<file path="src/hdl/ccx_pkg.sv">
// ---------------------------------------------------------------------------
// ccx_pkg
// Types, constants and round functions of the ChaCha20 keystream xor block.
// ---------------------------------------------------------------------------
`default_nettype none

package ccx_pkg;

    // block constant "expand 32-byte k"
    localparam logic [31:0] SIGMA0 = 32'h61707865;
    localparam logic [31:0] SIGMA1 = 32'h3320646e;
    localparam logic [31:0] SIGMA2 = 32'h79622d32;
    localparam logic [31:0] SIGMA3 = 32'h6b206574;

    localparam int DOUBLE_ROUNDS_DEF = 10;
    localparam int BLOCK_BYTES       = 64;
    localparam int POS_W             = $clog2(BLOCK_BYTES);
    localparam int QUEUE_DEPTH       = 4;

    // configuration register indexes
    localparam int CFG_INDEX_W = 3;
    localparam logic [CFG_INDEX_W-1:0] CFG_KEY0      = 3'd0;
    localparam logic [CFG_INDEX_W-1:0] CFG_KEY1      = 3'd1;
    localparam logic [CFG_INDEX_W-1:0] CFG_KEY2      = 3'd2;
    localparam logic [CFG_INDEX_W-1:0] CFG_KEY3      = 3'd3;
    localparam logic [CFG_INDEX_W-1:0] CFG_NONCE     = 3'd4;
    localparam logic [CFG_INDEX_W-1:0] CFG_START_CTR = 3'd5;

    typedef logic [15:0][31:0] words_t;
    typedef logic [3:0][31:0]  quad_t;

    typedef struct packed {
        logic [7:0] data_in;
        logic       first_byte;
        logic       last_byte;
    } in_item_t;

    typedef struct packed {
        logic [7:0] data_out;
        logic       last_out;
    } out_item_t;

    typedef struct packed {
        logic [63:0] key0;
        logic [63:0] key1;
        logic [63:0] key2;
        logic [63:0] key3;
        logic [63:0] nonce;
        logic [31:0] start_ctr;
    } cfg_t;

    // one classified byte between front and back
    typedef struct packed {
        logic [31:0]      ctr;
        logic [POS_W-1:0] pos;
        logic [7:0]       data;
        logic             last;
    } q_entry_t;

    // status of the block generator
    typedef struct packed {
        logic        busy;
        logic        done;
        logic [31:0] tag;
    } core_stat_t;

    // input block of the cipher for one counter value
    function automatic words_t block_init(input cfg_t cfg, input logic [31:0] ctr);
        words_t w;
        w[0]  = SIGMA0;
        w[1]  = SIGMA1;
        w[2]  = SIGMA2;
        w[3]  = SIGMA3;
        w[4]  = cfg.key0[31:0];
        w[5]  = cfg.key0[63:32];
        w[6]  = cfg.key1[31:0];
        w[7]  = cfg.key1[63:32];
        w[8]  = cfg.key2[31:0];
        w[9]  = cfg.key2[63:32];
        w[10] = cfg.key3[31:0];
        w[11] = cfg.key3[63:32];
        w[12] = ctr;
        w[13] = cfg.nonce[31:0];
        w[14] = cfg.nonce[63:32];
        w[15] = 32'h0;
        return w;
    endfunction

    // quarter round on (a, b, c, d)
    function automatic quad_t quarter(input quad_t v);
        logic [31:0] a;
        logic [31:0] b;
        logic [31:0] c;
        logic [31:0] d;
        quad_t       r;
        a = v[0];
        b = v[1];
        c = v[2];
        d = v[3];
        a = a + b; d = d ^ a; d = {d[15:0], d[31:16]};
        c = c + d; b = b ^ c; b = {b[19:0], b[31:20]};
        a = a + b; d = d ^ a; d = {d[23:0], d[31:24]};
        c = c + d; b = b ^ c; b = {b[24:0], b[31:25]};
        r[0] = a;
        r[1] = b;
        r[2] = c;
        r[3] = d;
        return r;
    endfunction

    // one round: column round when diag is low, diagonal round otherwise
    function automatic words_t round_step(input words_t s, input logic diag);
        words_t w;
        quad_t  q;
        int     ib;
        int     ic;
        int     id;
        w = s;
        for (int i = 0; i < 4; i++)
        begin
            ib = diag ? (4 + ((i + 1) & 3))  : (4 + i);
            ic = diag ? (8 + ((i + 2) & 3))  : (8 + i);
            id = diag ? (12 + ((i + 3) & 3)) : (12 + i);
            q = quarter({s[id], s[ic], s[ib], s[i]});
            w[i]  = q[0];
            w[ib] = q[1];
            w[ic] = q[2];
            w[id] = q[3];
        end
        return w;
    endfunction

endpackage

`default_nettype wire

</file>
<file path="src/hdl/ccx_front.sv">
// ---------------------------------------------------------------------------
// ccx_front
// Accepts input items and tags each byte with its block counter and position.
// ---------------------------------------------------------------------------
`default_nettype none

module ccx_front (
    input  wire logic               clk,
    input  wire logic               rst_n,
    input  wire logic               in_valid,
    output logic                    in_stall,
    input  wire ccx_pkg::in_item_t  in_item,
    input  wire logic [31:0]        start_ctr,
    input  wire logic               q_full,
    output logic                    push,
    output ccx_pkg::q_entry_t       push_entry
);

    logic [31:0]               ctr_reg;
    logic [31:0]               ctr_next;
    logic [ccx_pkg::POS_W-1:0] pos_reg;
    logic [ccx_pkg::POS_W-1:0] pos_next;
    logic [31:0]               base_ctr;
    logic [ccx_pkg::POS_W-1:0] base_pos;

    assign in_stall = q_full;
    assign push     = in_valid && !q_full;

    // a first byte restarts counter and position
    always_comb
    begin
        base_ctr = in_item.first_byte ? start_ctr : ctr_reg;
        base_pos = in_item.first_byte ? '0 : pos_reg;
        pos_next = base_pos + 1'b1;
        ctr_next = (&base_pos) ? base_ctr + 32'd1 : base_ctr;

        push_entry.ctr  = base_ctr;
        push_entry.pos  = base_pos;
        push_entry.data = in_item.data_in;
        push_entry.last = in_item.last_byte;
    end

    // stream position
    always_ff @(posedge clk or negedge rst_n)
    begin
        if (!rst_n)
        begin
            ctr_reg <= '0;
            pos_reg <= '0;
        end
        else if (push)
        begin
            ctr_reg <= ctr_next;
            pos_reg <= pos_next;
        end
    end

endmodule

`default_nettype wire

</file>
<file path="config.mk">
export PLATFORM = sky130hd
export DESIGN_NAME = ccx_front
export DESIGN_NICKNAME = d
export VERILOG_FILES = /design/src/hdl/ccx_pkg.sv /design/src/hdl/ccx_front.sv
export SDC_FILE = /design/constraint.sdc
export NUM_CORES = 1
export LEC_CHECK = 0
export ABC_AREA = 1
export ABC_CLOCK_PERIOD_IN_PS = 2200
export BUFFER_PORTS_ARGS = -buffer_cell sky130_fd_sc_hd__buf_4
export CAP_MARGIN = 20
export CORE_ASPECT_RATIO = 0.9
export CORE_UTILIZATION = 40
export DETAILED_ROUTE_END_ITERATION = 16
export HOLD_SLACK_MARGIN = 0.02
export PLACE_DENSITY_LB_ADDON = 0.25
export SETUP_SLACK_MARGIN = 0.05
export SLEW_MARGIN = 20
export SYNTH_ARGS = -nofsm -noshare
export SYNTH_HDL_FRONTEND = slang
export SYNTH_SLANG_ARGS = --single-unit
</file>
<file path="constraint.sdc">
create_clock -name clk -period 2.2 [get_ports clk]
set_clock_uncertainty 0.1 [all_clocks]
set_input_delay 0.44 -clock clk [delete_from_list [all_inputs] [get_ports clk]]
set_output_delay 0.44 -clock clk [all_outputs]
set_load 0.01 [all_outputs]
</file>
==> impl_metrics.env, run 1 <==
export IMPL_numCtsBuffers=5
export IMPL_ys_warnings_count=0
export IMPL_syn_to_final_growth_pct=28.8
export IMPL_min_period_over_period_pct=93.1
export IMPL_cp_end_kind="output port"
export IMPL_clk_path_buf_depth=2
export IMPL_holdBufCountCts=0
export IMPL_cts_setup_buffers=0
export IMPL_clock_root_buffer="clkbuf_8"
export IMPL_yosysUniqueCellTypes=33
export IMPL_drive_gt1_share_pct=30.4
export IMPL_max_freq_mhz=488
export IMPL_postLayoutCellArea_um2=4080
export IMPL_r2r_end="ctr_reg[28]"
export IMPL_ios=95
export IMPL_r2r_start="pos_reg[0]"
export IMPL_drt_iter0_markers=172
export IMPL_overflow=0
export IMPL_core_area_um2=7620
export IMPL_combPwrFrac_pct=35.5
export IMPL_clock_power_share_pct=24.2
export IMPL_drv_slew=0
export IMPL_clk_pin_slew_ps=80
export IMPL_cp_endpoint="push_entry[46]"
export IMPL_vias_per_cell=4.99
export IMPL_synthesis_area_um2=3170
export IMPL_ys_seq_area_share_pct=30.0
export IMPL_synth_xor_area_share_pct=1.94
export IMPL_final_min_clock_period_ps=2050
export IMPL_worstMarginPinSlew_ps=508
export IMPL_worst_slack_ps=152
export IMPL_die_h_um=86.4
export IMPL_switching_share_pct=35.0
export IMPL_cts_resized=1
export IMPL_wire_per_inst_um=13.3
export IMPL_clkLatencyLatePin_ps=290
export IMPL_rsz0062_at_grt="true"
export IMPL_ff2ff_path_depth=12
export IMPL_synth_compound_area_share_pct=6.60
export IMPL_pre_cts_ws_ps=-25.3
export IMPL_cts_tree="built"
export IMPL_cp_max_fo=13
export IMPL_gp_congestion=0.892
export IMPL_critPathLaunch="in_item[1]"
export IMPL_synth_seq_cells=38
export IMPL_track_usage_pct=23.6
export IMPL_avgSynthCellArea_um2=6.45
export IMPL_slew_headroom_pct=66.1
export IMPL_p_per_area_nw_per_um2=516
export IMPL_clock_sinks=38
export IMPL_leakagePower_nw=2.07
export IMPL_status="complete, no violations"
export IMPL_fin_nets=632
export IMPL_timing_max_cap_violations=0
export IMPL_antenna_cells=0
export IMPL_largest_reg_flops=32
export IMPL_hp_class="in2async"
export IMPL_irDropWorstVdd_v=0.000287
export IMPL_p_int_mw=1.37
export IMPL_total_power_mw=2.11
export IMPL_r2r_setup_slack_ps=210
export IMPL_finalSetupTns_ps=0
export IMPL_num_vias=3397
export IMPL_power_frac_seq_pct=40.3
export IMPL_drt_total_wl_mm=9.08
export IMPL_syn_inst=491
export IMPL_synth_mux_area_share_pct=0
export IMPL_synth_simple_gate_area_share_pct=49.0
export IMPL_drt_pass1_iterations=5
export IMPL_utilization_pct=53.5
export IMPL_cts_max_level=2
export IMPL_syn_nets=539
export IMPL_port_buffers=76
export IMPL_hold_viol_final=0
export IMPL_p_sw_mw=0.738
export IMPL_die_w_um=95.8
export IMPL_postRouteAntennaNets=0
export IMPL_grt_max_degree=39
export IMPL_drc=0
export IMPL_postPlaceCellArea_um2=3970
export IMPL_cp_required_ps=1660
export IMPL_grt_pass1_vias=3119
export IMPL_synth_fa_ha_area_share_pct=0.790
export IMPL_fp_dieArea_um2=8280
export IMPL_synth_top_family_by_area="simple AND/OR/NAND/NOR gates"
export IMPL_start_util_pct=41.6
export IMPL_num_rows=30
export IMPL_antenna_found_initial=0
export IMPL_setup_violations=0
export IMPL_worst_setup_path_type="in2out"
export IMPL_dp_hpwl_mm=7.04
export IMPL_arrival_ps=1510
export IMPL_grt_pass1_wl_mm=15.1
export IMPL_cp_start_kind="primary input"
-- layout make-up --
class	instances	area (µm²)
inverter	47	181
multi-input combinational	381	1890
timing repair buffer	111	846
sequential	38	951
clock buffer	7	86.3
clock inverter	1	5.00
tap	96	120
fill	782	3540
-- stage by stage --
stage          std cells  hold slack [ps]
3_5_place_dp         673              347
5_1_grt              681             57.3
3_3_place_gp         673              353
2_1_floorplan        491             44.4
6_report             681             13.4
4_1_cts              681             35.1
-- how the worst min path moves through the flow --
stage / start / end / cells after the start
after floorplan: rst_n / ctr_reg[0] / 0
after global placement: rst_n / ctr_reg[24] / 1
after detailed placement: rst_n / ctr_reg[25] / 1
after CTS: rst_n / ctr_reg[27] / 1
after global routing: rst_n / ctr_reg[24] / 1
final: rst_n / ctr_reg[27] / 1
-- metal layers --
metal  vias up  wire, µm  GRT usage, %
met2       114      4010          36.0
met1      1539      4350          35.1
met5         -         0             0
met3        18       576          3.25
met4         0       148          5.70
li1       1726         -             -
-- cell usage after synthesis, drive strengths merged --
| master | instances | area [µm²] |
|---|---|---|
| o21bai | 1 | 7.51 |
| clkbuf | 4 | 15.0 |
| clkinv | 1 | 8.76 |
| inv | 46 | 173 |
| buf | 21 | 173 |
| xnor2 | 3 | 26.3 |
| xor2 | 4 | 35.0 |
| nand2 | 213 | 890 |
| or2 | 2 | 12.5 |
| nor3 | 4 | 25.0 |
| o21a | 1 | 7.51 |
| a31oi | 1 | 6.26 |
| ha | 2 | 25.0 |
| a21oi | 4 | 20.0 |
| o211ai | 1 | 7.51 |
| dfrtp | 38 | 951 |
| o31ai | 1 | 7.51 |
| nand4 | 11 | 68.8 |
| nand3 | 46 | 240 |
| o21ai | 29 | 153 |
| nor2 | 58 | 315 |
-- placed cells by master, fill, tap and decap left out, types with 2 or more instances in the layout --
cell type,synthesis,layout
buf_4,13,110
dfrtp_1,38,38
or2_2,2,2
o21ai_0,19,17
nand3_2,2,2
inv_2,2,2
nand2_1,187,187
nor2_1,39,35
inv_1,44,44
clkbuf_8,0,6
o21ai_1,8,10
nand2_4,5,5
nor2_2,9,8
nand2_2,21,21
nand4_1,11,11
nor2_4,10,15
nand3_1,44,44
xnor2_1,3,3
xor2_1,4,4
nor3_1,3,3
o21ai_2,2,2
a21oi_1,4,4
-- critical path, cell delays in order --
cell and delay [ps]:
buf_4 200, clkinv_4 160, or2_2 290, o21ai_0 130, inv_1 120, buf_4 160
-- kinds of logic (layout without fill, tap and decap cells) --
group,Yosys count,after routing
and+or+nand+nor,334,334
buffers and inverters,72,166
AOI/OAI and AO/OA,38,38
DFF,38,38
xor gates and xnor gates,7,7
adders and majority gates,2,2
-- power by group through the flow --
stage | clock network, mW | logic, mW | registers [mW]
floorplan | 0 | 0.444 | 0.848
finish | 0.510 | 0.747 | 0.849
detailed placement | 0 | 0.745 | 0.860
CTS | 0.514 | 0.749 | 0.848
global route | 0.543 | 0.833 | 0.863
global placement | 0 | 0.734 | 0.859
(Power assumes the default switching activity.)
==> run 2: changes to the inputs <==
CORE_UTILIZATION = 35   (was 40)
RECOVER_POWER = 50   (was not set)
==> impl_metrics.env, run 2 (synthesis gave the netlist of run 1 again) <==
export IMPL_overflow=0
export IMPL_leakagePower_nw=1.99
export IMPL_grt_pass1_wl_mm=15.5
export IMPL_largest_reg_flops=32
export IMPL_p_per_area_nw_per_um2=515
export IMPL_timing_max_cap_violations=0
export IMPL_slew_headroom_pct=32.0
export IMPL_core_area_um2=8690
export IMPL_status="complete, no violations"
export IMPL_cp_end_kind="output port"
export IMPL_power_frac_seq_pct=41.2
export IMPL_start_util_pct=36.4
export IMPL_track_usage_pct=20.9
export IMPL_clock_sinks=38
export IMPL_postRouteAntennaNets=0
export IMPL_max_freq_mhz=489
export IMPL_multi_input_area_um2=1870
export IMPL_fp_dieArea_um2=9430
export IMPL_gp_congestion=0.870
export IMPL_drt_iter0_markers=135
export IMPL_clk_path_buf_depth=2
export IMPL_cp_start_kind="primary input"
export IMPL_drive_gt1_share_pct=28.3
export IMPL_die_w_um=102
export IMPL_drt_total_wl_mm=9.39
export IMPL_grt_pass1_vias=3237
export IMPL_antenna_found_initial=0
export IMPL_wire_per_inst_um=13.5
export IMPL_cts_max_level=2
export IMPL_min_period_over_period_pct=92.9
export IMPL_cp_required_ps=1660
export IMPL_num_rows=32
export IMPL_port_buffers=76
export IMPL_switching_share_pct=36.0
export IMPL_final_min_clock_period_ps=2040
export IMPL_seqCellArea_um2=951
export IMPL_hold_viol_final=0
export IMPL_p_sw_mw=0.744
export IMPL_cp_max_fo=16
export IMPL_clock_power_share_pct=23.2
export IMPL_p_int_mw=1.32
export IMPL_hp_class="in2async"
export IMPL_drt_pass1_iterations=4
export IMPL_clock_root_buffer="clkbuf_8"
export IMPL_grt_max_degree=39
export IMPL_drc=0
export IMPL_vias_per_cell=4.80
export IMPL_utilization_pct=46.2
export IMPL_ios=95
export IMPL_clkLatencyLatePin_ps=300
export IMPL_combPwrFrac_pct=35.6
export IMPL_syn_to_final_growth_pct=26.9
export IMPL_cts_tree="built"
export IMPL_layout_common_cells="nand2_1, buf_4, inv_1, nand3_1, dfrtp_1"
export IMPL_worst_setup_path_type="in2out"
export IMPL_rsz0062_at_grt="false"
export IMPL_holdBufCountCts=0
export IMPL_numCtsBuffers=5
export IMPL_fin_nets=623
export IMPL_arrival_ps=1500
export IMPL_die_h_um=92.2
export IMPL_worstMarginPinSlew_ps=1020
export IMPL_num_vias=3333
export IMPL_finalSetupTns_ps=0
export IMPL_dp_hpwl_mm=7.24
export IMPL_clk_pin_slew_ps=80
export IMPL_setup_violations=0
export IMPL_final_common_cell="nand2_1"
export IMPL_antenna_cells=0
export IMPL_irDropWorstVdd_v=0.000252
export IMPL_nFillCells=915
export IMPL_drv_slew=0
export IMPL_total_power_mw=2.07
==> run 2: final timing paths <==
path	start	endpoint	slack [ps]	depth (start not counted)
hold / removal	rst_n	ctr_reg[24]	200	1
setup reg to reg	pos_reg[0]	ctr_reg[28]	170	12
min in group clk	ctr_reg[26]	ctr_reg[26]	380	2
max in group asynchronous	rst_n	pos_reg[4]	1170	1
hold reg to reg	ctr_reg[26]	ctr_reg[26]	380	2
setup / recovery	in_item[1]	push_entry[41]	160	6
==> run 2: layout make-up <==
type	count	area share (%)
Clock buffer	7	1.90
Multi-Input combinational cell	381	46.7
Timing Repair Buffer	102	19.6
Sequential cell	38	23.7
Inverter	47	4.52
Tap cell	119	3.71
==> run 2: power groups by stage <==
stage               Sequential [mW]  Combinational (mW)  Clock, mW
finish                        0.852               0.735      0.480
global route                  0.863               0.821      0.509
CTS                           0.851               0.737      0.482
detailed placement            0.863               0.734          0
global placement              0.860               0.725          0
floorplan                     0.848               0.444          0
==> run 2: critical path: stages <==
cell and delay [ps]:
buf_4 170, buf_4 210, or2_2 300, nand2_1 140, inv_1 90, buf_4 150
==> run 2: repair_timing <==
action	in CTS	in global routing
gates resized for setup	0	4
buffers inserted	0	1
endpoints found under the setup margin	0	5
==> run 2: per-stage QoR <==
stage	area (µm²)	instances	worst slack, ps	hold slack [ps]
floorplan	3180	491	-19.8	44.4
global placement	3940	686	-42.5	356
detailed placement	3940	686	-77.3	353
CTS	4020	693	157	35.9
global route	4020	694	24.0	285
finish	4020	694	156	205
==> run 2: metal layers <==
metal | up-vias | routed length (µm) | global-route usage (%)
li1 | 1699 | - | -
met1 | 1537 | 4520 | 29.7
met2 | 86 | 4300 | 33.1
met3 | 11 | 504 | 3.35
met4 | 0 | 71 | 4.40
met5 | - | 0 | 0
