File: src/hdl/ccx_pkg.sv
// ---------------------------------------------------------------------------
// ccx_pkg
// Types, constants and round functions of the ChaCha20 keystream xor block.
// ---------------------------------------------------------------------------
`default_nettype none

package ccx_pkg;

    // block constant "expand 32-byte k"
    localparam logic [31:0] SIGMA0 = 32'h61707865;
    localparam logic [31:0] SIGMA1 = 32'h3320646e;
    localparam logic [31:0] SIGMA2 = 32'h79622d32;
    localparam logic [31:0] SIGMA3 = 32'h6b206574;

    localparam int DOUBLE_ROUNDS_DEF = 10;
    localparam int BLOCK_BYTES       = 64;
    localparam int POS_W             = $clog2(BLOCK_BYTES);
    localparam int QUEUE_DEPTH       = 4;

    // configuration register indexes
    localparam int CFG_INDEX_W = 3;
    localparam logic [CFG_INDEX_W-1:0] CFG_KEY0      = 3'd0;
    localparam logic [CFG_INDEX_W-1:0] CFG_KEY1      = 3'd1;
    localparam logic [CFG_INDEX_W-1:0] CFG_KEY2      = 3'd2;
    localparam logic [CFG_INDEX_W-1:0] CFG_KEY3      = 3'd3;
    localparam logic [CFG_INDEX_W-1:0] CFG_NONCE     = 3'd4;
    localparam logic [CFG_INDEX_W-1:0] CFG_START_CTR = 3'd5;

    typedef logic [15:0][31:0] words_t;
    typedef logic [3:0][31:0]  quad_t;

    typedef struct packed {
        logic [7:0] data_in;
        logic       first_byte;
        logic       last_byte;
    } in_item_t;

    typedef struct packed {
        logic [7:0] data_out;
        logic       last_out;
    } out_item_t;

    typedef struct packed {
        logic [63:0] key0;
        logic [63:0] key1;
        logic [63:0] key2;
        logic [63:0] key3;
        logic [63:0] nonce;
        logic [31:0] start_ctr;
    } cfg_t;

    // one classified byte between front and back
    typedef struct packed {
        logic [31:0]      ctr;
        logic [POS_W-1:0] pos;
        logic [7:0]       data;
        logic             last;
    } q_entry_t;

    // status of the block generator
    typedef struct packed {
        logic        busy;
        logic        done;
        logic [31:0] tag;
    } core_stat_t;

    // input block of the cipher for one counter value
    function automatic words_t block_init(input cfg_t cfg, input logic [31:0] ctr);
        words_t w;
        w[0]  = SIGMA0;
        w[1]  = SIGMA1;
        w[2]  = SIGMA2;
        w[3]  = SIGMA3;
        w[4]  = cfg.key0[31:0];
        w[5]  = cfg.key0[63:32];
        w[6]  = cfg.key1[31:0];
        w[7]  = cfg.key1[63:32];
        w[8]  = cfg.key2[31:0];
        w[9]  = cfg.key2[63:32];
        w[10] = cfg.key3[31:0];
        w[11] = cfg.key3[63:32];
        w[12] = ctr;
        w[13] = cfg.nonce[31:0];
        w[14] = cfg.nonce[63:32];
        w[15] = 32'h0;
        return w;
    endfunction

    // quarter round on (a, b, c, d)
    function automatic quad_t quarter(input quad_t v);
        logic [31:0] a;
        logic [31:0] b;
        logic [31:0] c;
        logic [31:0] d;
        quad_t       r;
        a = v[0];
        b = v[1];
        c = v[2];
        d = v[3];
        a = a + b; d = d ^ a; d = {d[15:0], d[31:16]};
        c = c + d; b = b ^ c; b = {b[19:0], b[31:20]};
        a = a + b; d = d ^ a; d = {d[23:0], d[31:24]};
        c = c + d; b = b ^ c; b = {b[24:0], b[31:25]};
        r[0] = a;
        r[1] = b;
        r[2] = c;
        r[3] = d;
        return r;
    endfunction

    // one round: column round when diag is low, diagonal round otherwise
    function automatic words_t round_step(input words_t s, input logic diag);
        words_t w;
        quad_t  q;
        int     ib;
        int     ic;
        int     id;
        w = s;
        for (int i = 0; i < 4; i++)
        begin
            ib = diag ? (4 + ((i + 1) & 3))  : (4 + i);
            ic = diag ? (8 + ((i + 2) & 3))  : (8 + i);
            id = diag ? (12 + ((i + 3) & 3)) : (12 + i);
            q = quarter({s[id], s[ic], s[ib], s[i]});
            w[i]  = q[0];
            w[ib] = q[1];
            w[ic] = q[2];
            w[id] = q[3];
        end
        return w;
    endfunction

endpackage

`default_nettype wire

File: src/hdl/ccx_queue.sv
// ---------------------------------------------------------------------------
// ccx_queue
// Short first-in first-out queue of tagged bytes between front and back.
// ---------------------------------------------------------------------------
`default_nettype none

module ccx_queue (
    input  wire logic              clk,
    input  wire logic              rst_n,
    input  wire logic              push,
    input  wire ccx_pkg::q_entry_t push_entry,
    output logic                   full,
    input  wire logic              pop,
    output logic                   head_valid,
    output ccx_pkg::q_entry_t      head
);

    localparam int DEPTH = ccx_pkg::QUEUE_DEPTH;
    localparam int PTR_W = $clog2(DEPTH);
    localparam int CNT_W = $clog2(DEPTH + 1);

    ccx_pkg::q_entry_t slot_reg [DEPTH];
    logic [PTR_W-1:0]  wr_ptr_reg;
    logic [PTR_W-1:0]  rd_ptr_reg;
    logic [CNT_W-1:0]  count_reg;

    assign full       = (count_reg == CNT_W'(DEPTH));
    assign head_valid = (count_reg != '0);
    assign head       = slot_reg[rd_ptr_reg];

    // pointers and fill level
    always_ff @(posedge clk or negedge rst_n)
    begin
        if (!rst_n)
        begin
            wr_ptr_reg <= '0;
            rd_ptr_reg <= '0;
            count_reg  <= '0;
        end
        else
        begin
            if (push)
                wr_ptr_reg <= (wr_ptr_reg == PTR_W'(DEPTH - 1)) ? '0 : wr_ptr_reg + 1'b1;
            if (pop)
                rd_ptr_reg <= (rd_ptr_reg == PTR_W'(DEPTH - 1)) ? '0 : rd_ptr_reg + 1'b1;
            if (push && !pop)
                count_reg <= count_reg + 1'b1;
            else if (pop && !push)
                count_reg <= count_reg - 1'b1;
        end
    end

    // entry storage
    always_ff @(posedge clk)
    begin
        if (push)
            slot_reg[wr_ptr_reg] <= push_entry;
    end

endmodule

`default_nettype wire

File: config.mk
export PLATFORM = sky130hd
export DESIGN_NAME = ccx_queue
export DESIGN_NICKNAME = d
export VERILOG_FILES = /design/src/hdl/ccx_pkg.sv /design/src/hdl/ccx_queue.sv
export SDC_FILE = /design/constraint.sdc
export NUM_CORES = 1
export LEC_CHECK = 0
export BUFFER_PORTS_ARGS = -buffer_cell sky130_fd_sc_hd__buf_4
export CORE_MARGIN = 3
export CORE_UTILIZATION = 40
export CTS_BUF_LIST = sky130_fd_sc_hd__clkbuf_8
export DETAILED_ROUTE_END_ITERATION = 7
export SYNTH_ARGS = -nofsm -noshare
export SYNTH_HDL_FRONTEND = slang
export SYNTH_SLANG_ARGS = --single-unit
File: constraint.sdc
create_clock -name clk -period 3.05 [get_ports clk]
set_input_delay 0.305 -clock clk [delete_from_list [all_inputs] [get_ports clk]]
set_output_delay 0.305 -clock clk [all_outputs]
set_load 0.03 [all_outputs]
==> results.sh, run 1 <==
export IMPL_die_w_microns=140
export IMPL_critPathMaxFanout=36
export IMPL_grt_setup_unrepaired="false"
export IMPL_grt_start_max_net_pins=37
export IMPL_switching_share_pct=33.4
export IMPL_portBuffers=99
export IMPL_cts_tree="yes"
export IMPL_maxSlewViolCount=0
export IMPL_core_area_sq_mm=0.0175
export IMPL_yosysWarnings=0
export IMPL_worst_slew_pin_slew_ns=0.734
export IMPL_syn2layout_area_growth_pct=19.9
export IMPL_path_clk_slew_ns=0.09
export IMPL_first_iter_violations=209
export IMPL_skew_ns=0.0126
export IMPL_power_total_w=0.00831
export IMPL_track_usage_pct=13.6
export IMPL_p_clk_share_pct=19.3
export IMPL_synth_commonest_cells="188 x edfxtp_1, 45 x mux4_2, 7 x dfrtp_1"
export IMPL_max_slew_margin_pct=51.1
export IMPL_dp_hpwl_microns=8050
export IMPL_synth_area_leaders="edfxtp_1 78%, mux4_2 14%, dfrtp_1 2.4%"
export IMPL_period_minus_slack_ns=2.66
export IMPL_cts_made_buffers=17
export IMPL_hold_viol=0
export IMPL_hp_class="in -> reg"
export IMPL_cts_max_path_buffers=2
export IMPL_p_comb_share_pct=36.0
export IMPL_nNetsFinal=458
export IMPL_synth_edf_count=188
export IMPL_powerDensity_mw_per_mm2=960
export IMPL_synth_cells=283
export IMPL_largest_reg_flops=188
export IMPL_synth_fp_nets=341
export IMPL_status="finished, final reports clean"
export IMPL_rows=48
export IMPL_ys_flop_type="edfxtp_1"
export IMPL_route_met2_wl_microns=6440
export IMPL_postRouteAntennaNets=0
export IMPL_wl_met3_microns=622
export IMPL_synth_cell_types=22
export IMPL_routedWlPerCell_microns=20.2
export IMPL_crit_type="reg -> out"
export IMPL_clock_latency_ns=0.44
export IMPL_clockRootBuffer="clkbuf_8"
export IMPL_grt_pass1_vias=3538
export IMPL_ir_drop_mv=0.431
export IMPL_worstSetupEndpointType="output port"
export IMPL_switchingPower_w=0.00278
export IMPL_ys_seq_area_share_pct=80.6
export IMPL_synth_most_common_cell="edfxtp_1"
export IMPL_fp_dieArea_sq_mm=0.0197
export IMPL_p_int_w=0.00554
export IMPL_grt_pass1_wl_microns=20000
export IMPL_wl_microns=12900
export IMPL_vias_per_cell=5.01
export IMPL_cp_data_arrival_time_ns=2.36
export IMPL_grt_ovfl_total=0
export IMPL_post_route_period_util_pct=87.3
export IMPL_num_antenna_cells=0
export IMPL_drt_met1_wl_microns=5690
export IMPL_cts_sinks=195
export IMPL_cp_start_kind="flop"
export IMPL_synth_seq_cells=195
export IMPL_syn_avg_cell_area_sq_um=25.5
export IMPL_p_leak_nw=2.98
export IMPL_drt_pass1_iter_count=4
export IMPL_drc=0
export IMPL_drive_above_1_share_pct=45.4
export IMPL_synthesis_area_sq_mm=0.00722
export IMPL_pwr_share_seq_pct=44.6
export IMPL_top_layer="met4"
export IMPL_io_pins=100
export IMPL_cts_setup_buffers=0
export IMPL_antenna_found_initial=0
export IMPL_die_y_microns=140
export IMPL_maxCapViolCount=0
export IMPL_synth_top_area_share_pct=78.2
export IMPL_max_clock_freq_mhz=376
export IMPL_finalWeightedCongestion=0.663
export IMPL_synth_top_area_cell="edfxtp_1"
export IMPL_finalSetupTns_ns=0
export IMPL_ys_async_sr_fraction_pct=3.59
export IMPL_required_ns=2.74
export IMPL_via_count=3191
export IMPL_start_util_pct=41.3
export IMPL_setup_violations=0
export IMPL_htree_num_levels=4
-- metal layers --
layer / GRT usage, % / vias to the layer above
met5: 0 / -
met4: 4.33 / 0
met3: 4.20 / 10
met2: 21.5 / 74
met1: 18.3 / 1680
li1: - / 1427
-- stage by stage --
stage / std cells / utilization, % / hold WS, ns / instance area (sq um) / setup slack (ns)
5_1_grt: 637 / 49.5 / 0.00865 / 8660 / 0.173
6_report: 637 / 49.5 / 0.0534 / 8660 / 0.388
3_3_place_gp: 605 / 47.3 / 0.123 / 8260 / 0.778
2_1_floorplan: 283 / - / 0.00941 / 7220 / 0.892
3_5_place_dp: 605 / 47.3 / 0.124 / 8260 / 0.788
4_1_cts: 637 / 49.5 / 0.0127 / 8660 / 0.269
-- power groups by stage --
stage / Sequential, W / Combinational, W / Clock [W]
6_report: 0.00371 / 0.00300 / 0.00161
2_1_floorplan: 0.00359 / 0.00221 / 0
4_1_cts: 0.00373 / 0.00307 / 0.00166
3_5_place_dp: 0.00379 / 0.00306 / 0
3_3_place_gp: 0.00377 / 0.00305 / 0
5_1_grt: 0.00378 / 0.00319 / 0.00178
-- logic make-up after synthesis --
group / Yosys count / share of synthesized area, %
AO/OA/AOI/OAI: 2 / 0.139
adder cells (fa/ha/maj): 7 / 1.32
multiplexers: 50 / 15.2
flip-flops: 195 / 80.6
buffers and inverters: 15 / 1.54
AND/OR/NAND/NOR: 11 / 0.797
XOR/XNOR: 3 / 0.364
-- repair_timing --
item                       CTS  global route
hold endpoints to repair     7             0
hold buffers                 1             0
gates resized for setup      0             0
setup endpoints to repair    0             0
-- cell usage in the layout, fill, tap and decap left out, drive strengths merged --
cell type      n
inv           10
edfxtp       188
and2           4
buf          108
or3            1
nor3b          1
dlygate4sd3    1
mux4          47
nor2           3
xnor2          1
dfrtp          7
clkbuf        17
xor2           2
bufinv         3
ha             6
mux2           3
clkinvlp       1
nand2          2
clkinv         4
o21ai          2
fa             1
-- cell type report --
type | count | area [sq um]
Inverter | 4 | 15.0
Timing Repair Buffer | 109 | 858
Tap cell | 225 | 282
Clock inverter | 14 | 148
Fill cell | 1424 | 8820
Multi-Input combinational cell | 73 | 1290
Clock buffer | 17 | 234
Sequential cell | 195 | 5830
-- worst max-delay path, stage by stage, from the launching register on --
cell and delay, ns:
dfrtp_4 0.92, buf_12 0.27, mux4_2 0.53, buf_4 0.19
-- final timing paths --
| check | from | endpoint | slack (ns) | depth (start not counted) |
|---|---|---|---|---|
| worst max-delay path | rd_ptr_reg[0] | head[19] | 0.39 | 3 |
| worst min-delay path | push_entry[14] | slot_reg[1][14] | 0.05 | 1 |
| worst max register to register | wr_ptr_reg[0] | slot_reg[2][24] | 1.12 | 4 |
| worst min register to register | count_reg[2] | count_reg[2] | 0.49 | 1 |
| max in group asynchronous | rst_n | rd_ptr_reg[1] | 2.71 | 2 |
| min in group asynchronous | rst_n | count_reg[2] | 0.19 | 2 |
No activity file was read; power rests on OpenSTA's default activity.
==> run 2, diff against run 1 <==
ABC_AREA = 1   (was default)
SKIP_CTS_REPAIR_TIMING = 1   (was default)
==> run 2 against run 1 <==
Effect of this change: via count is 44% higher; critical path depth rose by 3; synthesized area rose by 13%; critical endpoint is now head[0]; global-route usage up 1.1 points; largest cell class unchanged; clock-buffer cell count stayed put.
==> results.sh, run 2 <==
export IMPL_wl_microns=15700
export IMPL_layout_common_cells="188 x edfxtp_1, 157 x nand2_1, 106 x buf_4"
export IMPL_die_y_microns=149
export IMPL_clock_latency_ns=0.46
export IMPL_grt_setup_unrepaired="false"
export IMPL_max_clock_freq_mhz=400
export IMPL_grt_pass1_wl_microns=25000
export IMPL_nNetsFinal=761
export IMPL_nFillCells=1703
export IMPL_hold_viol=0
export IMPL_antenna_found_initial=0
export IMPL_cts_tree="yes"
export IMPL_final_common_cell="edfxtp_1"
export IMPL_die_w_microns=149
export IMPL_path_buf_inv=3
export IMPL_largest_reg_flops=188
export IMPL_powerDensity_mw_per_mm2=974
export IMPL_syn2layout_area_growth_pct=18.6
export IMPL_required_ns=2.74
export IMPL_portBuffers=99
export IMPL_grt_start_max_net_pins=62
export IMPL_clockRootBuffer="clkbuf_8"
export IMPL_cts_made_buffers=17
export IMPL_status="finished, final reports clean"
export IMPL_yosysWarnings=0
export IMPL_postRouteAntennaNets=0
export IMPL_path_clk_slew_ns=0.10
export IMPL_ir_drop_mv=0.585
export IMPL_ys_seq_area_share_pct=71.4
export IMPL_cts_sinks=195
export IMPL_multi_input_area_sq_mm=0.00169
export IMPL_track_usage_pct=14.7
export IMPL_routedWlPerCell_microns=16.0
export IMPL_core_area_sq_mm=0.0197
export IMPL_synth_cells=601
export IMPL_num_antenna_cells=0
export IMPL_slowest_delay_ns=0.45
export IMPL_dp_hpwl_microns=9670
export IMPL_htree_num_levels=4
export IMPL_maxCapViolCount=0
export IMPL_worst_path_max_delay_cell="dfrtp_1"
export IMPL_period_minus_slack_ns=2.50
export IMPL_skew_ns=0.0140
export IMPL_via_count=4608
export IMPL_drc=0
export IMPL_synth_seq_cells=195
export IMPL_synth_cell_types=21
export IMPL_ys_flop_type="edfxtp_1"
export IMPL_rows=51
export IMPL_cts_max_path_buffers=2
export IMPL_grt_ovfl_total=0
export IMPL_ys_async_sr_fraction_pct=3.59
export IMPL_synth_top_area_share_pct=69.2
export IMPL_cp_start_kind="flop"
export IMPL_syn_avg_cell_area_sq_um=13.6
export IMPL_drt_pass1_iter_count=4
export IMPL_synth_edf_count=188
export IMPL_seq_area_sq_mm=0.00582
export IMPL_max_slew_margin_pct=48.7
export IMPL_synth_fp_nets=659
export IMPL_crit_chain="inv_6 -> buf_4 -> nand2_1 -> o211ai_1 -> nand2_1 -> buf_4"
export IMPL_critPathMaxFanout=53
export IMPL_worst_slew_pin_slew_ns=0.770
export IMPL_finalSetupTns_ns=0
export IMPL_hp_class="in -> reg"
export IMPL_start_util_pct=41.4
export IMPL_grt_pass1_vias=4738
export IMPL_post_route_period_util_pct=82.0
export IMPL_worstSetupEndpointType="output port"
export IMPL_drive_above_1_share_pct=27.6
export IMPL_cp_data_arrival_time_ns=2.20
export IMPL_vias_per_cell=4.70
export IMPL_first_iter_violations=198
export IMPL_synth_area_leaders="edfxtp_1 69%, o211ai_2 7.5%, nand2_1 7.2%"
export IMPL_io_pins=100
export IMPL_synth_commonest_cells="188 x edfxtp_1, 157 x nand2_1, 105 x inv_1"
export IMPL_synth_top_area_cell="edfxtp_1"
export IMPL_p_leak_nw=3.96
export IMPL_power_total_w=0.00942
export IMPL_maxSlewViolCount=0
export IMPL_synthesis_area_sq_mm=0.00816
export IMPL_setup_violations=0
export IMPL_fp_dieArea_sq_mm=0.0221
export IMPL_cpLargestDelayFamily="buffers and inverters"
export IMPL_finalWeightedCongestion=0.674
export IMPL_synth_most_common_cell="edfxtp_1"
export IMPL_crit_type="reg -> out"
-- run 2: cell types whose count changed after synthesis, moves of 12 or more --
cell,before,now
inv_1,4,105
o211ai_1,0,45
o211ai_2,0,49
mux4_2,45,0
buf_6,1,13
nand2_1,2,157
-- run 2: final timing paths --
path | startpoint | end | slack [ns] | cells past startpoint
max | rd_ptr_reg[0] | head[0] | 0.55 | 6
min | pop | rd_ptr_reg[0] | 0.04 | 2
max reg2reg | wr_ptr_reg[0] | slot_reg[2][41] | 1.19 | 5
min reg2reg | count_reg[2] | count_reg[2] | 0.50 | 2
max in group asynchronous | rst_n | wr_ptr_reg[1] | 2.72 | 2
min in group asynchronous | rst_n | count_reg[0] | 0.19 | 2
-- run 2: power by group --
group / internal (W) / total (W) / switching (W) / leakage, nW
sequential: 0.00343 / 0.00357 / 0.000139 / 1.81
combinational: 0.00125 / 0.00380 / 0.00254 / 1.90
clock: 0.00115 / 0.00205 / 0.000902 / 0.251
total: 0.00584 / 0.00942 / 0.00359 / 3.96
-- run 2: kinds of logic (layout without fill, tap and decap cells) --
logic type,Yosys count,after routing,synth area share (%)
adders and majority gates,7,7,1.17
AOI/OAI and AO/OA,98,98,11.9
buffers and inverters,137,251,7.90
and+or+nand+nor,163,163,7.56
DFF,195,195,71.4
xor gates and xnor gates,1,1,0.107
-- run 2: layer usage --
metal	GRT usage, %	wire, microns
met1	18.7	7110
met2	24.9	7660
met3	4.56	777
met4	3.48	126
met5	0	0
-- run 2: per-stage QoR --
stage	cells	area, sq um	hold slack [ns]	util (%)	setup WS, ns
global placement	947	9150	0.126	46.4	1.11
global route	980	9670	0.00196	49.0	0.344
CTS	978	9650	-0.394	48.9	0.511
detailed placement	947	9150	0.131	46.4	1.05
finish	980	9670	0.0440	49.0	0.548
floorplan	601	8160	0.00941	-	1.07
-- run 2: final cells by class --
| cell class | instances | area share (%) |
|---|---|---|
| Sequential cell | 195 | 60.2 |
| Inverter | 107 | 4.20 |
| Multi-Input combinational cell | 269 | 17.5 |
| Clock buffer | 17 | 2.42 |
| Clock inverter | 14 | 2.78 |
| Tap cell | 265 | 3.43 |
| Timing Repair Buffer | 113 | 9.47 |
==> run 3, diff against run 2 <==
ABC_AREA = 0   (was 1)
clock period = 2.54 ns   (was 3.05 ns; I/O delays follow)
==> run 3 against run 2 <==
Effect of this change: wire length fell by 17%; first-iteration DRC count fell by 4.0%; clock power fell by 2%; non-clock buffer count rose by 49; final cell count fell by 29%.
==> results.sh, run 3 (synthesized netlist as in run 1, its figures left out) <==
export IMPL_post_route_period_util_pct=90.8
export IMPL_finalWeightedCongestion=0.657
export IMPL_max_clock_freq_mhz=433
export IMPL_first_iter_violations=190
export IMPL_dp_cells=610
export IMPL_largest_reg_flops=188
export IMPL_pwr_share_seq_pct=42.9
export IMPL_switching_share_pct=33.6
export IMPL_postRouteAntennaNets=0
export IMPL_switchingPower_w=0.00345
export IMPL_path_clk_slew_ns=0.09
export IMPL_io_pins=100
export IMPL_instances_no_fill=691
export IMPL_grt_pass1_vias=3552
export IMPL_hp_class="in -> reg"
export IMPL_die_y_microns=140
export IMPL_rows=48
export IMPL_cp_data_arrival_time_ns=2.05
export IMPL_fp_dieArea_sq_mm=0.0197
export IMPL_grt_pass1_wl_microns=19800
export IMPL_portBuffers=99
export IMPL_status="finished, final reports clean"
export IMPL_worst_slew_pin_slew_ns=0.565
export IMPL_cp_start_kind="flop"
export IMPL_crit_type="reg -> out"
export IMPL_p_int_w=0.00683
export IMPL_core_area_sq_mm=0.0175
export IMPL_track_usage_pct=13.6
export IMPL_via_count=3386
export IMPL_routedWlPerCell_microns=18.9
export IMPL_ir_drop_mv=0.588
export IMPL_clockRootBuffer="clkbuf_8"
export IMPL_powerDensity_mw_per_mm2=1110
export IMPL_worstReg2RegEnd="slot_reg[2][14]"
export IMPL_min_delay_worst_endpoint="wr_ptr_reg[1]"
export IMPL_final_common_cell="edfxtp_1"
export IMPL_drc=0
export IMPL_grt_setup_unrepaired="false"
export IMPL_rrSetupSlack_ns=0.82
export IMPL_syn2layout_area_growth_pct=28.4
export IMPL_cts_made_buffers=17
export IMPL_p_leak_nw=3.23
export IMPL_utilization_pct=53.0
export IMPL_hold_slack_ns=0.0517
export IMPL_max_slew_margin_pct=62.3
export IMPL_reg2reg_depth=4
export IMPL_holdPathStages=2
export IMPL_antenna_found_initial=0
export IMPL_period_minus_slack_ns=2.31
export IMPL_finalSetupTns_ns=0
export IMPL_cts_tree="yes"
export IMPL_maxCapViolCount=0
export IMPL_required_ns=2.29
export IMPL_hp_start="push"
export IMPL_layout_common_cells="188 x edfxtp_1, 106 x buf_4, 48 x dlygate4sd3_1"
export IMPL_grt_ovfl_total=0
export IMPL_vias_per_cell=4.90
export IMPL_power_total_w=0.0103
export IMPL_p_comb_share_pct=37.6
export IMPL_p_clk_share_pct=19.4
export IMPL_start_util_pct=41.3
export IMPL_worstSetupEndpointType="output port"
export IMPL_dp_hpwl_microns=8160
export IMPL_num_antenna_cells=0
export IMPL_hold_viol=0
export IMPL_cts_sinks=195
export IMPL_nNetsFinal=511
export IMPL_wl_microns=13100
export IMPL_drive_above_1_share_pct=42.9
export IMPL_die_w_microns=140
export IMPL_worstReg2RegStart="wr_ptr_reg[0]"
export IMPL_clock_latency_ns=0.45
export IMPL_htree_num_levels=4
export IMPL_cts_max_path_buffers=2
export IMPL_skew_ns=0.00934
export IMPL_grt_start_max_net_pins=30
export IMPL_drt_pass1_iter_count=4
export IMPL_critPathMaxFanout=21
export IMPL_maxSlewViolCount=0
export IMPL_setup_violations=0
==> run 3: per-stage QoR <==
step           area, sq um  worst slack [ns]
2_1_floorplan         7220             0.382
3_3_place_gp          8350             0.527
3_5_place_dp          8350             0.518
4_1_cts               8760          -0.00436
5_1_grt               9270             0.114
6_report              9270             0.233
==> run 3: power groups by stage <==
| stage | logic [W] | registers, W | clock network (W) |
|---|---|---|---|
| floorplan | 0.00266 | 0.00431 | 0 |
| global placement | 0.00377 | 0.00451 | 0 |
| detailed placement | 0.00378 | 0.00454 | 0 |
| CTS | 0.00379 | 0.00447 | 0.00208 |
| global route | 0.00412 | 0.00448 | 0.00221 |
| finish | 0.00387 | 0.00441 | 0.00200 |
==> run 3: area by class of cell <==
class                      count  area, sq um
multi-input combinational     73         1290
clock inverter                13          146
sequential                   195         5830
tap                          225          282
inverter                       4         15.0
clock buffer                  19          262
timing repair buffer         162         1440
fill                        1385         8210
==> run 3: worst max path at each step <==
stage | from | slack (ns) | to
2_1_floorplan | wr_ptr_reg[0] | 0.38 | slot_reg[0][0]
3_3_place_gp | rd_ptr_reg[0] | 0.53 | head[13]
3_5_place_dp | rd_ptr_reg[0] | 0.52 | head[13]
4_1_cts | rd_ptr_reg[0] | -0.004 | head[13]
5_1_grt | rd_ptr_reg[1] | 0.11 | head[20]
6_report | rd_ptr_reg[1] | 0.23 | head[20]
==> run 3: per-layer routing <==
| layer | vias up | track usage, % | wire length (microns) |
|---|---|---|---|
| met2 | 76 | 22.3 | 6720 |
| met1 | 1763 | 17.1 | 5650 |
| met5 | - | 0 | 0 |
| li1 | 1534 | - | - |
| met3 | 13 | 4.30 | 535 |
| met4 | 0 | 4.84 | 175 |
==> run 3: critical path, cell delays in order, from the launching register on <==
cell and delay, ns:
dfrtp_4 0.66, buf_4 0.36, mux4_2 0.38, buf_4 0.19
